### src/hdl/crcfc_pkg.sv
package crcfc_pkg;

	localparam int SLOT_BYTES  = 128;
	localparam int MAX_PAYLOAD = 120;
	localparam int HDR_BYTES   = 8;
	localparam int IDX_W       = $clog2(SLOT_BYTES);
	localparam int CAP_W       = 7;
	localparam int PADDR_W     = 3;

	localparam logic [15:0] CRC_POLY = 16'hAC9A;
	localparam logic [15:0] CRC_SEED = 16'h4657;

	localparam int OQ_DEPTH = 4;
	localparam int OQ_PTR_W = $clog2(OQ_DEPTH);
	localparam int OQ_CNT_W = $clog2(OQ_DEPTH + 1);

	localparam logic KIND_PAYLOAD = 1'b0;
	localparam logic KIND_STATUS  = 1'b1;

	// register select, taken from paddr[2]
	localparam logic REG_OUT_CAPACITY   = 1'b0;
	localparam logic REG_PAYLOAD_ENABLE = 1'b1;

	typedef enum logic [2:0] {
		ST_OK        = 3'd0,
		ST_CRC       = 3'd1,
		ST_MALFORMED = 3'd2,
		ST_REMOTE    = 3'd3,
		ST_TOO_LARGE = 3'd4
	} status_t;

	typedef struct packed {
		logic             kind;
		logic [7:0]       payload_byte;
		status_t          status;
		logic [7:0]       pay_len;
		logic             last;
	} result_t;

	typedef struct packed {
		logic [CAP_W-1:0] out_capacity;
		logic             payload_enable;
	} cfg_t;

	// MSB-first CRC-16, one byte, unrolled
	function automatic logic [15:0] crc_update(input logic [15:0] c, input logic [7:0] b);
		logic [15:0] v;
		v = c ^ {b, 8'h00};
		for (int k = 0; k < 8; k++) begin
			if (v[15]) begin
				v = {v[14:0], 1'b0} ^ CRC_POLY;
			end else begin
				v = {v[14:0], 1'b0};
			end
		end
		return v;
	endfunction

endpackage

### src/hdl/crcfc_cfg.sv
module crcfc_cfg
	import crcfc_pkg::*;
(
	input  logic               clk,
	input  logic               arst_n,
	input  logic               psel,
	input  logic               penable,
	input  logic               pwrite,
	input  logic [PADDR_W-1:0] paddr,
	input  logic [31:0]        pwdata,
	output logic [31:0]        prdata,
	output logic               pready,
	output cfg_t               cfg
);

	logic [CAP_W-1:0] out_capacity_q;
	logic             payload_enable_q;
	logic             wr_en;

	assign pready = 1'b1;
	assign wr_en  = psel & penable & pwrite & pready;

	always_ff @(posedge clk or negedge arst_n) begin
		if (!arst_n) begin
			out_capacity_q   <= CAP_W'(MAX_PAYLOAD);
			payload_enable_q <= 1'b1;
		end else if (wr_en) begin
			case (paddr[2])
				REG_OUT_CAPACITY:   out_capacity_q   <= pwdata[CAP_W-1:0];
				REG_PAYLOAD_ENABLE: payload_enable_q <= pwdata[0];
				default: ;
			endcase
		end
	end

	always_comb begin
		case (paddr[2])
			REG_OUT_CAPACITY:   prdata = 32'(out_capacity_q);
			REG_PAYLOAD_ENABLE: prdata = 32'(payload_enable_q);
			default:            prdata = '0;
		endcase
	end

	assign cfg.out_capacity   = out_capacity_q;
	assign cfg.payload_enable = payload_enable_q;

endmodule

### src/hdl/crcfc_core.sv
module crcfc_core
	import crcfc_pkg::*;
(
	input  logic       clk,
	input  logic       arst_n,
	input  logic       in_valid,
	output logic       in_ready,
	input  logic [7:0] rx_byte,
	input  logic       frame_start,
	input  cfg_t       cfg,
	input  logic       room,
	output logic [1:0] push_n,
	output result_t    res0,
	output result_t    res1
);

	logic             valid_s1;
	logic [7:0]       byte_s1;
	logic             start_s1;
	logic             advance;

	logic             active_q;
	logic [IDX_W-1:0] idx_q;
	logic [15:0]      crc_q;
	logic [15:0]      rcrc_q;
	logic             rerr_q;
	logic [7:0]       len_q;

	logic             act;
	logic [IDX_W-1:0] idx_b;
	logic [15:0]      crc_b, crc_n, rcrc_n;
	logic             rerr_n;
	logic [7:0]       len_n;
	logic [8:0]       pay_off;
	logic             in_pay, len_bad, is_final, pay_emit;
	status_t          st;
	result_t          pay_res, st_res;

	assign advance  = valid_s1 & room;
	assign in_ready = ~valid_s1 | advance;

	always_ff @(posedge clk or negedge arst_n) begin
		if (!arst_n) begin
			valid_s1 <= 1'b0;
		end else if (in_ready) begin
			valid_s1 <= in_valid;
		end
	end

	always_ff @(posedge clk) begin
		if (in_ready && in_valid) begin
			byte_s1  <= rx_byte;
			start_s1 <= frame_start;
		end
	end

	always_comb begin
		act    = start_s1 | active_q;
		idx_b  = start_s1 ? '0 : idx_q;
		crc_b  = start_s1 ? CRC_SEED : crc_q;
		rcrc_n = start_s1 ? 16'h0000 : rcrc_q;
		rerr_n = start_s1 ? 1'b0 : rerr_q;
		len_n  = start_s1 ? 8'h00 : len_q;
		crc_n  = crc_b;

		pay_off = 9'(idx_b) - 9'(HDR_BYTES);
		in_pay  = (9'(idx_b) >= 9'(HDR_BYTES)) && (pay_off < 9'(len_n));

		if (idx_b < IDX_W'(4)) begin
			if (byte_s1 != 8'h00) rerr_n = 1'b1;
			crc_n = crc_update(crc_b, byte_s1);
		end else if (idx_b < IDX_W'(6)) begin
			if (idx_b == IDX_W'(5)) len_n = byte_s1;
			crc_n = crc_update(crc_b, byte_s1);
		end else if (idx_b < IDX_W'(HDR_BYTES)) begin
			if (idx_b == IDX_W'(6)) begin
				rcrc_n[7:0] = byte_s1;
			end else begin
				rcrc_n[15:8] = byte_s1;
			end
			crc_n = crc_update(crc_b, 8'h00);
		end else if (in_pay) begin
			crc_n = crc_update(crc_b, byte_s1);
		end

		len_bad  = (len_n > 8'(MAX_PAYLOAD)) ||
		           ((10'(len_n) + 10'(HDR_BYTES)) > 10'(SLOT_BYTES));
		is_final = (idx_b == IDX_W'(SLOT_BYTES - 1));
		pay_emit = (9'(idx_b) >= 9'(HDR_BYTES)) && in_pay && cfg.payload_enable && !len_bad;

		if (len_bad) begin
			st = ST_MALFORMED;
		end else if (crc_n != rcrc_n) begin
			st = ST_CRC;
		end else if (rerr_n) begin
			st = ST_REMOTE;
		end else if (cfg.payload_enable && (len_n > 8'(cfg.out_capacity))) begin
			st = ST_TOO_LARGE;
		end else begin
			st = ST_OK;
		end

		pay_res.kind           = KIND_PAYLOAD;
		pay_res.payload_byte   = byte_s1;
		pay_res.status         = ST_OK;
		pay_res.pay_len        = len_n;
		pay_res.last           = 1'b0;

		st_res.kind            = KIND_STATUS;
		st_res.payload_byte    = 8'h00;
		st_res.status          = st;
		st_res.pay_len         = len_n;
		st_res.last            = 1'b1;

		res0   = pay_emit ? pay_res : st_res;
		res1   = st_res;
		push_n = 2'b00;
		if (advance && act) begin
			push_n = 2'(pay_emit) + 2'(is_final);
		end
	end

	always_ff @(posedge clk or negedge arst_n) begin
		if (!arst_n) begin
			active_q <= 1'b0;
			idx_q    <= '0;
			crc_q    <= CRC_SEED;
			rcrc_q   <= '0;
			rerr_q   <= 1'b0;
			len_q    <= '0;
		end else if (advance && act) begin
			crc_q  <= crc_n;
			rcrc_q <= rcrc_n;
			rerr_q <= rerr_n;
			len_q  <= len_n;
			if (is_final) begin
				active_q <= 1'b0;
				idx_q    <= '0;
			end else begin
				active_q <= 1'b1;
				idx_q    <= idx_b + IDX_W'(1);
			end
		end
	end

endmodule

### src/hdl/crcfc_oq.sv
module crcfc_oq
	import crcfc_pkg::*;
(
	input  logic       clk,
	input  logic       arst_n,
	input  logic [1:0] push_n,
	input  result_t    res0,
	input  result_t    res1,
	output logic       room,
	output logic       out_valid,
	input  logic       out_ready,
	output result_t    out_res
);

	result_t             mem_q [OQ_DEPTH];
	logic [OQ_PTR_W-1:0] wr_ptr_q, rd_ptr_q;
	logic [OQ_CNT_W-1:0] cnt_q;
	logic                pop;

	assign out_valid = (cnt_q != '0);
	assign pop       = out_valid & out_ready;
	assign room      = (cnt_q <= OQ_CNT_W'(OQ_DEPTH - 2));
	assign out_res   = mem_q[rd_ptr_q];

	always_ff @(posedge clk) begin
		if (push_n != 2'd0) begin
			mem_q[wr_ptr_q] <= res0;
		end
		if (push_n == 2'd2) begin
			mem_q[wr_ptr_q + OQ_PTR_W'(1)] <= res1;
		end
	end

	always_ff @(posedge clk or negedge arst_n) begin
		if (!arst_n) begin
			wr_ptr_q <= '0;
			rd_ptr_q <= '0;
			cnt_q    <= '0;
		end else begin
			wr_ptr_q <= wr_ptr_q + OQ_PTR_W'(push_n);
			if (pop) rd_ptr_q <= rd_ptr_q + OQ_PTR_W'(1);
			cnt_q <= cnt_q + OQ_CNT_W'(push_n) - OQ_CNT_W'(pop);
		end
	end

endmodule

### src/hdl/crc16_message_frame_checker_unit.sv
// Response slot checker: CRC-16 (MSB first) over header and payload.
// Input stream s_*: one slot byte per request, s_tdata[7:0] = rx_byte,
// s_tuser = frame_start (byte zero of a slot). Bytes outside a slot are dropped.
// Output stream m_*: payload byte results (m_tuser = 0) as they arrive, and
// one status result (m_tuser = 1, m_tlast = 1) after the final slot byte.
// APB registers: 0x0 out_capacity (7 bit), 0x4 payload_enable (1 bit).
// Path: a byte's result passes the input register, then the result queue.
// Throughput: one byte per cycle given queue room; the CRC byte update is
// unrolled between the input register and a 4-entry result queue. The final
// byte may give two results; the queue absorbs that without stopping the input.
// Receiver stall: the queue fills, then s_tready drops once fewer than two
// queue entries are free; nothing is lost.
// Reset: input register and queue empty, no slot active, CRC at its seed,
// out_capacity 120, payload_enable 1.
module crc16_message_frame_checker_unit
	import crcfc_pkg::*;
(
	input  logic               clk,
	input  logic               arst_n,
	input  logic               s_tvalid,
	output logic               s_tready,
	input  logic [7:0]         s_tdata,   // [7:0] rx_byte
	input  logic               s_tuser,   // [0] frame_start
	output logic               m_tvalid,
	input  logic               m_tready,
	output logic [23:0]        m_tdata,   // [7:0] payload_byte, [10:8] status,
	                                      // [18:11] pay_len, [23:19] zero
	output logic               m_tuser,   // [0] kind
	output logic               m_tlast,
	input  logic               psel,
	input  logic               penable,
	input  logic               pwrite,
	input  logic [PADDR_W-1:0] paddr,
	input  logic [31:0]        pwdata,
	output logic [31:0]        prdata,
	output logic               pready
);

	cfg_t       cfg;
	logic       room;
	logic [1:0] push_n;
	result_t    res0, res1, out_res;

	crcfc_cfg u_cfg (
		.clk     (clk),
		.arst_n  (arst_n),
		.psel    (psel),
		.penable (penable),
		.pwrite  (pwrite),
		.paddr   (paddr),
		.pwdata  (pwdata),
		.prdata  (prdata),
		.pready  (pready),
		.cfg     (cfg)
	);

	crcfc_core u_core (
		.clk         (clk),
		.arst_n      (arst_n),
		.in_valid    (s_tvalid),
		.in_ready    (s_tready),
		.rx_byte     (s_tdata),
		.frame_start (s_tuser),
		.cfg         (cfg),
		.room        (room),
		.push_n      (push_n),
		.res0        (res0),
		.res1        (res1)
	);

	crcfc_oq u_oq (
		.clk       (clk),
		.arst_n    (arst_n),
		.push_n    (push_n),
		.res0      (res0),
		.res1      (res1),
		.room      (room),
		.out_valid (m_tvalid),
		.out_ready (m_tready),
		.out_res   (out_res)
	);

	assign m_tdata = {5'b00000, out_res.pay_len, out_res.status, out_res.payload_byte};
	assign m_tuser = out_res.kind;
	assign m_tlast = out_res.last;

`ifndef ASSERT_OFF
	a_last_is_status: assert property (@(posedge clk) disable iff (!arst_n)
		m_tvalid |-> (m_tlast == m_tuser))
		else $error("tlast and status kind disagree");

	a_payload_status_zero: assert property (@(posedge clk) disable iff (!arst_n)
		(m_tvalid && (m_tuser == KIND_PAYLOAD)) |-> (status_t'(m_tdata[10:8]) == ST_OK))
		else $error("payload result carries a status");

	a_payload_len_ok: assert property (@(posedge clk) disable iff (!arst_n)
		(m_tvalid && (m_tuser == KIND_PAYLOAD)) |-> (m_tdata[18:11] <= 8'(MAX_PAYLOAD)))
		else $error("payload delivered for malformed length");

	a_status_no_byte: assert property (@(posedge clk) disable iff (!arst_n)
		(m_tvalid && (m_tuser == KIND_STATUS)) |-> (m_tdata[7:0] == 8'h00))
		else $error("status result carries a payload byte");
`endif

endmodule
### config.mk
export PLATFORM = sky130hd
export DESIGN_NAME = crc16_message_frame_checker_unit
export DESIGN_NICKNAME = d
export VERILOG_FILES = /design/src/hdl/crcfc_pkg.sv /design/src/hdl/crcfc_cfg.sv /design/src/hdl/crcfc_core.sv /design/src/hdl/crcfc_oq.sv /design/src/hdl/crc16_message_frame_checker_unit.sv
export SDC_FILE = /design/constraint.sdc
export NUM_CORES = 1
export LEC_CHECK = 0
export BUFFER_PORTS_ARGS = -buffer_cell sky130_fd_sc_hd__buf_2
export CAP_MARGIN = 20
export CELL_PAD_IN_SITES_DETAIL_PLACEMENT = 1
export CELL_PAD_IN_SITES_GLOBAL_PLACEMENT = 1
export CORE_ASPECT_RATIO = 1.25
export CORE_MARGIN = 3
export CORE_UTILIZATION = 47
export DETAILED_ROUTE_END_ITERATION = 10
export PLACE_DENSITY_LB_ADDON = 0.08
export SYNTH_ARGS = -nofsm -noshare
export SYNTH_HDL_FRONTEND = slang
export SYNTH_SLANG_ARGS = --single-unit
export TNS_END_PERCENT = 100
### constraint.sdc
create_clock -name clk -period 6.98 [get_ports clk]
set_input_delay 0.349 -clock clk [delete_from_list [all_inputs] [get_ports clk]]
set_output_delay 0.349 -clock clk [all_outputs]
set_load 0.03 [all_outputs]
Yosys cells after proc, flatten, opt, wreduce, memory -nomap -nowiden
Memories as Yosys holds them, arrays and structs flattened. Index checks and enable logic that the tools add are counted.

Add/subtract/negate cells: 9. $lt $le $gt $ge: 9. Equal/unequal tests: 5. Mux-type cells: 132. Bitwise operators: 39. Reduce and logical (&&, ||, !) cells: 14.

Operator list (number): 16-bit two-way mux (109); 8-bit NOT (30); 32-bit case mux with 2 select lines (1); 8-bit two-way mux (6); 21-bit two-way mux (1); 16-bit != test (1); 16-bit bitwise XOR (1); 7-bit by 3-bit equality test with 1-bit output, second input constant (2); 7-bit by 3-bit < comparator with 1-bit output, second input constant (2); 7-bit two-way mux (2); 3-bit two-way mux (4); 10-bit by 8-bit > comparator with 1-bit output, second input constant (1); 8-bit by 4-bit adder with 9-bit output, second input constant (1); 9-bit by 8-bit < comparator with 1-bit output (1); 8-bit by 7-bit > comparator with 1-bit output (1); 8-bit by 7-bit > comparator with 1-bit output, second input constant (1); 1-bit two-way mux (8); 8-bit nonzero test (1); 7-bit by 4-bit subtractor with 8-bit output, second input constant (1); 7-bit by 1-bit adder with 7-bit output, second input constant (1); 7-bit equality test, second input constant (1); 7-bit by 4-bit >= comparator with 1-bit output, second input constant (1); 1-bit logical AND (7); 7-bit by 4-bit < comparator with 1-bit output, second input constant (1); other kinds (16) (23).

Flip-flop bits (word level): 74. Memory bits (writable): 84. Input port bits: 51. Output and inout bits: 61. Logic and storage cells: 223. Memories: 1.

Memories: u_oq.mem_q (words 4, bits a word 21, read ports 1, clocked after memory_dff 0, wr ports 2, RTL line crcfc_oq.sv:15) `result_t mem_q [OQ_DEPTH];`.

Depth between registers and ports, before layout
Depth after elaboration: 54. Gate-level depth with buffers: 29. Depth with buffers taken out: 23.

Cells and area by module
A second synthesis with hierarchy kept.

Cells, all modules: 963. Area total of the unflattened synthesis: 11036.8 um^2.

By module, submodules not included: crcfc_core (instances 1, cells each 660, area each 5710.5 um^2, seq. area each 1531.5 um^2); crcfc_oq (instances 1, cells each 243, area each 4684.5 um^2, seq. area each 2697.6 um^2); crcfc_cfg (instances 1, cells each 54, area each 600.6 um^2, seq. area each 206.4 um^2); crc16_message_frame_checker_unit (instances 1, cells each 6, area each 41.3 um^2, seq. area each 0.0 um^2).

Worst setup path after synthesis
OpenSTA, ideal clock, no wires.

Path type: reg2reg. From: reg u_core.start_s1. To: mem u_oq.mem_q[2][10] (netlist bit), enable pin. Library setup time: 299 ps. Arrival: 5535 ps. Required time: 6681 ps. Setup slack: 1146 ps. Stages on the path, launching flop included: 30. Buffers on the path: 8. Period minus slack after synthesis: 5834 ps. Cell sequence: edfxtp_1 -> buf_2 -> buf_4 -> inv_2 -> clkbuf_1 -> clkbuf_1 -> clkbuf_1 -> nand2_1 -> inv_1 -> ha_1 -> nand4b_1 -> nor3b_2 -> buf_2 -> nor2_1 -> a21oi_1 -> inv_1 -> ha_1 -> inv_1 -> a31oi_1 -> a21boi_2 -> nand3_2 -> inv_2 -> ha_1 -> nor2_1 -> nor2_1 -> nand2_1 -> a21o_1 -> clkbuf_1 -> clkbuf_1 -> inv_1.

RTL lines: start: declaration (RTL line crcfc_core.sv:19) `logic start_s1;`; start signal: assignment (RTL line crcfc_core.sv:53) `start_s1 <= frame_start;`; end: declaration (RTL line crcfc_oq.sv:15).

==> summary.md <==
| Metric | Value |
|---|---|
| Outcome | `finished, final reports clean` |
| Net Switching | `2.35 mW` |
| WP data arrival | `between 6 and 7 ns` |
| PD cells | `around 510 mW/mm^2` |
| Setup-failing EPs final | `0` |
| R2R setup slack | `between 0.8 and 0.9 ns` |
| Crit path max-delay family | `simple AND/OR/NAND/NOR gates` |
| Register Area | `~0.004 mm^2` |
| Unrepaired setup endpoints after global routing | `no` |
| FF+latch count, synth | `~150` |
| TritonCTS clock tree | `built` |
| R2R Path Start | `u_core.start_s1` |
| N_diodes | `0` |
| Commonest non-fill, non-tap cell in the layout | `nand2_1` |
| Met2 wire len | `14900 um` |
| WL/cell | `roughly 22 um` |
| Leakage | `between 4 and 5 nW` |
| Int Pwr | `2.96 mW` |
| Post-Syn Instances | `about 900` |
| Die area | `between 0.02 and 0.025 mm^2` |
| Pre-Repair DR Iteration Count | `5` |
| Hold endpoint | `u_core.byte_s1[5]` |
| Initial antenna violation count | `0` |
| Non-Filler Instances | `about 1200` |
| Hold Path Origin | `s_tdata[5]` |
| Bufs and invs on worst path | `7` |
| Initial DRC count | `roughly 320` |
| Worst-Margin Slew | `~1 ns` |
| Hold Crit Depth | `1` |
| Largest net degree at the start of global routing | `70` |
| DR vias/cell | `between 5 and 6` |
| DR WL met3 | `between 700 and 800 um` |
| Prevailing post-synth register cell | `edfxtp_1` |
| Worst hold path type | `in -> reg` |
| Max stage delay cell, worst path | `inv_1` |
| Post-synth EDFFs | `53` |
| Fin area | `around 0.010 mm^2` |
| Total number of vias | `slightly above 7000` |
| Clock Sinks | `154` |
| Syn avg cell area | `just over 10 um^2` |
| Clk slew on worst S/H paths | `0.07 ns` |
| FP Rows | `57` |
| Congestion Overflow GR | `0` |
| Post-CTS setup repair buffer count | `0` |
| Post-layout min period | `6.10 ns` |
| Setup Slack @ Placement | `between 0.9 and 1 ns` |
| Yosys warns | `0` |
| Total I/O pin count | `112` |
| Final period util | `between 80 and 90%` |
| Setup TNS | `0 ns` |
| Clock skew | `roughly 0.011 ns` |
| Post-Route WL | `27400 um` |
| Crit start category | `register` |
| Max-Cap Viols | `0` |
| Slew HR | `33.4%` |
| Vias in the first global route | `roughly 7900` |
| Starting Density | `48.4%` |
| Share of cells above drive strength 1 | `between 10% and 20%` |
| Worst hold slack | `just under 0.09 ns` |
| Comb power frac | `58.7%` |
| Area Overhead vs Synth | `9.92%` |
| Slowest stage delay, CP | `approximately 0.58 ns` |
| RR Endpoint | `u_oq.mem_q[1][9]` |
| Htree depth | `4` |
| Post-CTS Resized | `0` |
| Register-to-Register Path Depth | `24` |
| # DRC | `0` |
| Worst Path Required | `a little over 7 ns` |
| First-pass GRT wire length | `about 43000 um` |
| Switching Fraction | `~44%` |
| Core Area | `~0.020 mm^2` |
| Die height | `approximately 160 um` |
| Worst IR drop on VDD | `~0.35 mV` |
| Worst-path cell chain | `buf_4 > inv_2 > nand2_1 > ha_1 > o21a_1 > nor3b_2 > buf_4 > nor2_1 > a21oi_1 > inv_1 > ha_1 > inv_1 > a31oi_1 > a21boi_2 > nand3_2 > inv_2 > ha_1 > nor2b_1 > a21oi_1 > nor2_1 > nand2_1 > inv_1 > o21ai_1 > nor3_1` |
| Sequential share of power | `a little under a quarter` |
| Pins Over Slew Limit | `0` |
| Critical Path End Type | `register` |
| IO buf count | `53` |
| Hold bufs inserted after CTS | `0` |
| CTS Root Cell | `clkbuf_16` |
| Register area share after synthesis | `between 40% and 50%` |
| Die width | `roughly 130 um` |
| Final Wtd Congestion | `roughly 0.92` |
| Top Metal Used | `met4` |
| Crit-path max FO | `19` |
| Setup CP Type | `reg -> reg` |
| CTS buffer count | `17` |
| Multi-input gate area | `0.00504 mm^2` |
| Async set-reset flop share out of synthesis | `roughly 42%` |
| Hold Vio Cnt, Final | `0` |
| DP Area | `0.00984 mm^2` |
| Netlist cell types | `85` |
| Fmax achieved | `between 150 and 200 MHz` |
| Synthesized area | `about 0.0095 mm^2` |
| Fin worst setup slack | `0.878 ns` |
| Most frequent cells in the layout | `nand2_1, nor2_1, buf_2, edfxtp_1, dfrtp_1` |
| Routed Antenna Nets | `0` |
| DPL Wire Length | `~20000 um` |
| Global Route Usage Sum | `between 20% and 30%` |
| Fillers | `2148` |
| Met1 wire length | `around 11000 um` |
| Max clock buf depth | `2` |
| Inst Count DP | `roughly 1200` |
| Clk network pwr share | `17.5%` |
| Layout Nets | `a little over 1000` |
| Clk Latency, worst-skew pair | `0.44 ns` |
==> worst max-delay path by stage <==
stage / start / to / slack, ns / depth (start not counted)
finish: u_core.start_s1 / u_oq.mem_q[1][9] / 0.88 / 24
global route: u_core.start_s1 / u_oq.mem_q[1][11] / 0.17 / 24
detailed placement: u_core.start_s1 / u_oq.mem_q[1][11] / 0.91 / 24
floorplan: u_core.start_s1 / u_oq.mem_q[2][10] / 1.15 / 29
CTS: u_core.start_s1 / u_oq.mem_q[1][9] / 0.80 / 24
global placement: u_core.start_s1 / u_oq.mem_q[1][11] / 1.18 / 24
==> stage by stage <==
stage | utilization [%] | power [mW]
after floorplan | - | 3.66
after global placement | 50.2 | 4.29
after detailed placement | 50.2 | 4.39
after CTS | 53.2 | 5.34
after global routing | 53.2 | 5.64
final | 53.2 | 5.31
==> flip-flops by register name (all words and copies together), names as in the netlist <==
name,cells
u_core.active_q,1
u_core.valid_s1,1
u_cfg.out_capacity_q,7
u_oq.wr_ptr_q,2
u_cfg.payload_enable_q,1
u_oq.mem_q,80
u_core.start_s1,1
u_core.crc_q,16
u_core.byte_s1,8
u_core.len_q,8
u_core.idx_q,7
u_core.rerr_q,1
u_oq.rd_ptr_q,2
u_core.rcrc_q,16
u_oq.cnt_q,3
==> worst register-to-register path, stage by stage, from the launching register on <==
cell	delay, ns
edfxtp_1	0.32
buf_4	0.27
inv_2	0.16
nand2_1	0.17
ha_1	0.30
o21a_1	0.20
nor3b_2	0.17
buf_4	0.22
nor2_1	0.07
a21oi_1	0.41
inv_1	0.16
ha_1	0.30
inv_1	0.05
a31oi_1	0.09
a21boi_2	0.31
nand3_2	0.29
inv_2	0.16
ha_1	0.29
nor2b_1	0.24
a21oi_1	0.07
nor2_1	0.14
nand2_1	0.45
inv_1	0.58
o21ai_1	0.26
nor3_1	0.24
==> routing by layer <==
| layer | track usage, % | vias to the layer above |
|---|---|---|
| met3 | 3.44 | 67 |
| met1 | 28.3 | 3642 |
| met2 | 48.4 | 147 |
| li1 | - | 3293 |
| met4 | 12.2 | 0 |
| met5 | 0 | - |
==> power by group through the flow <==
stage	clock, mW	sequential, mW	combinational [mW]
after floorplan	0	1.14	2.52
after global routing	0.986	1.28	3.38
after CTS	0.952	1.27	3.12
after detailed placement	0	1.28	3.10
after global placement	0	1.27	3.01
final	0.927	1.27	3.12
==> final cells by class <==
| class | instances | share of cell area [%] |
|---|---|---|
| Multi-Input combinational cell | 677 | 48.3 |
| Clock inverter | 14 | 1.43 |
| Sequential cell | 154 | 37.9 |
| Clock buffer | 18 | 4.21 |
| Timing Repair Buffer | 67 | 3.55 |
| Inverter | 38 | 1.37 |
| Tap cell | 265 | 3.18 |
==> Yosys cell counts (all sizes together), types with 14 or more instances <==
cell type	instances	area share (%)
nand2	92	3.6
nor2	85	3.5
xnor2	56	5.6
edfxtp	53	17
dfrtp	52	14
buf	50	3.6
o21ai	49	2.6
a21oi	42	2.2
a22o	42	3.9
inv	38	1.5
dfxtp	36	7.6
clkbuf	34	1.3
xor2	27	2.6
ha	25	3.3
nor3	22	1.5
mux4	20	4.7
nand3	18	1.1
mux2	14	1.7
==> cells by family (layout without fill, tap and decap cells) <==
| kind of cell | after synthesis | in the layout | synth area share (%) |
|---|---|---|---|
| AO/OA/AOI/OAI | 196 | 196 | 14.1 |
| XOR/XNOR | 99 | 99 | 12.0 |
| adder cells (fa/ha/maj) | 26 | 26 | 3.51 |
| buffers and inverters | 122 | 137 | 6.45 |
| flip-flops | 154 | 154 | 41.7 |
| multiplexers | 45 | 45 | 7.57 |
| other | 2 | 31 | 0.0792 |
| AND/OR/NAND/NOR | 280 | 280 | 14.6 |
Note: power is estimated with default switching activity, not from simulation.
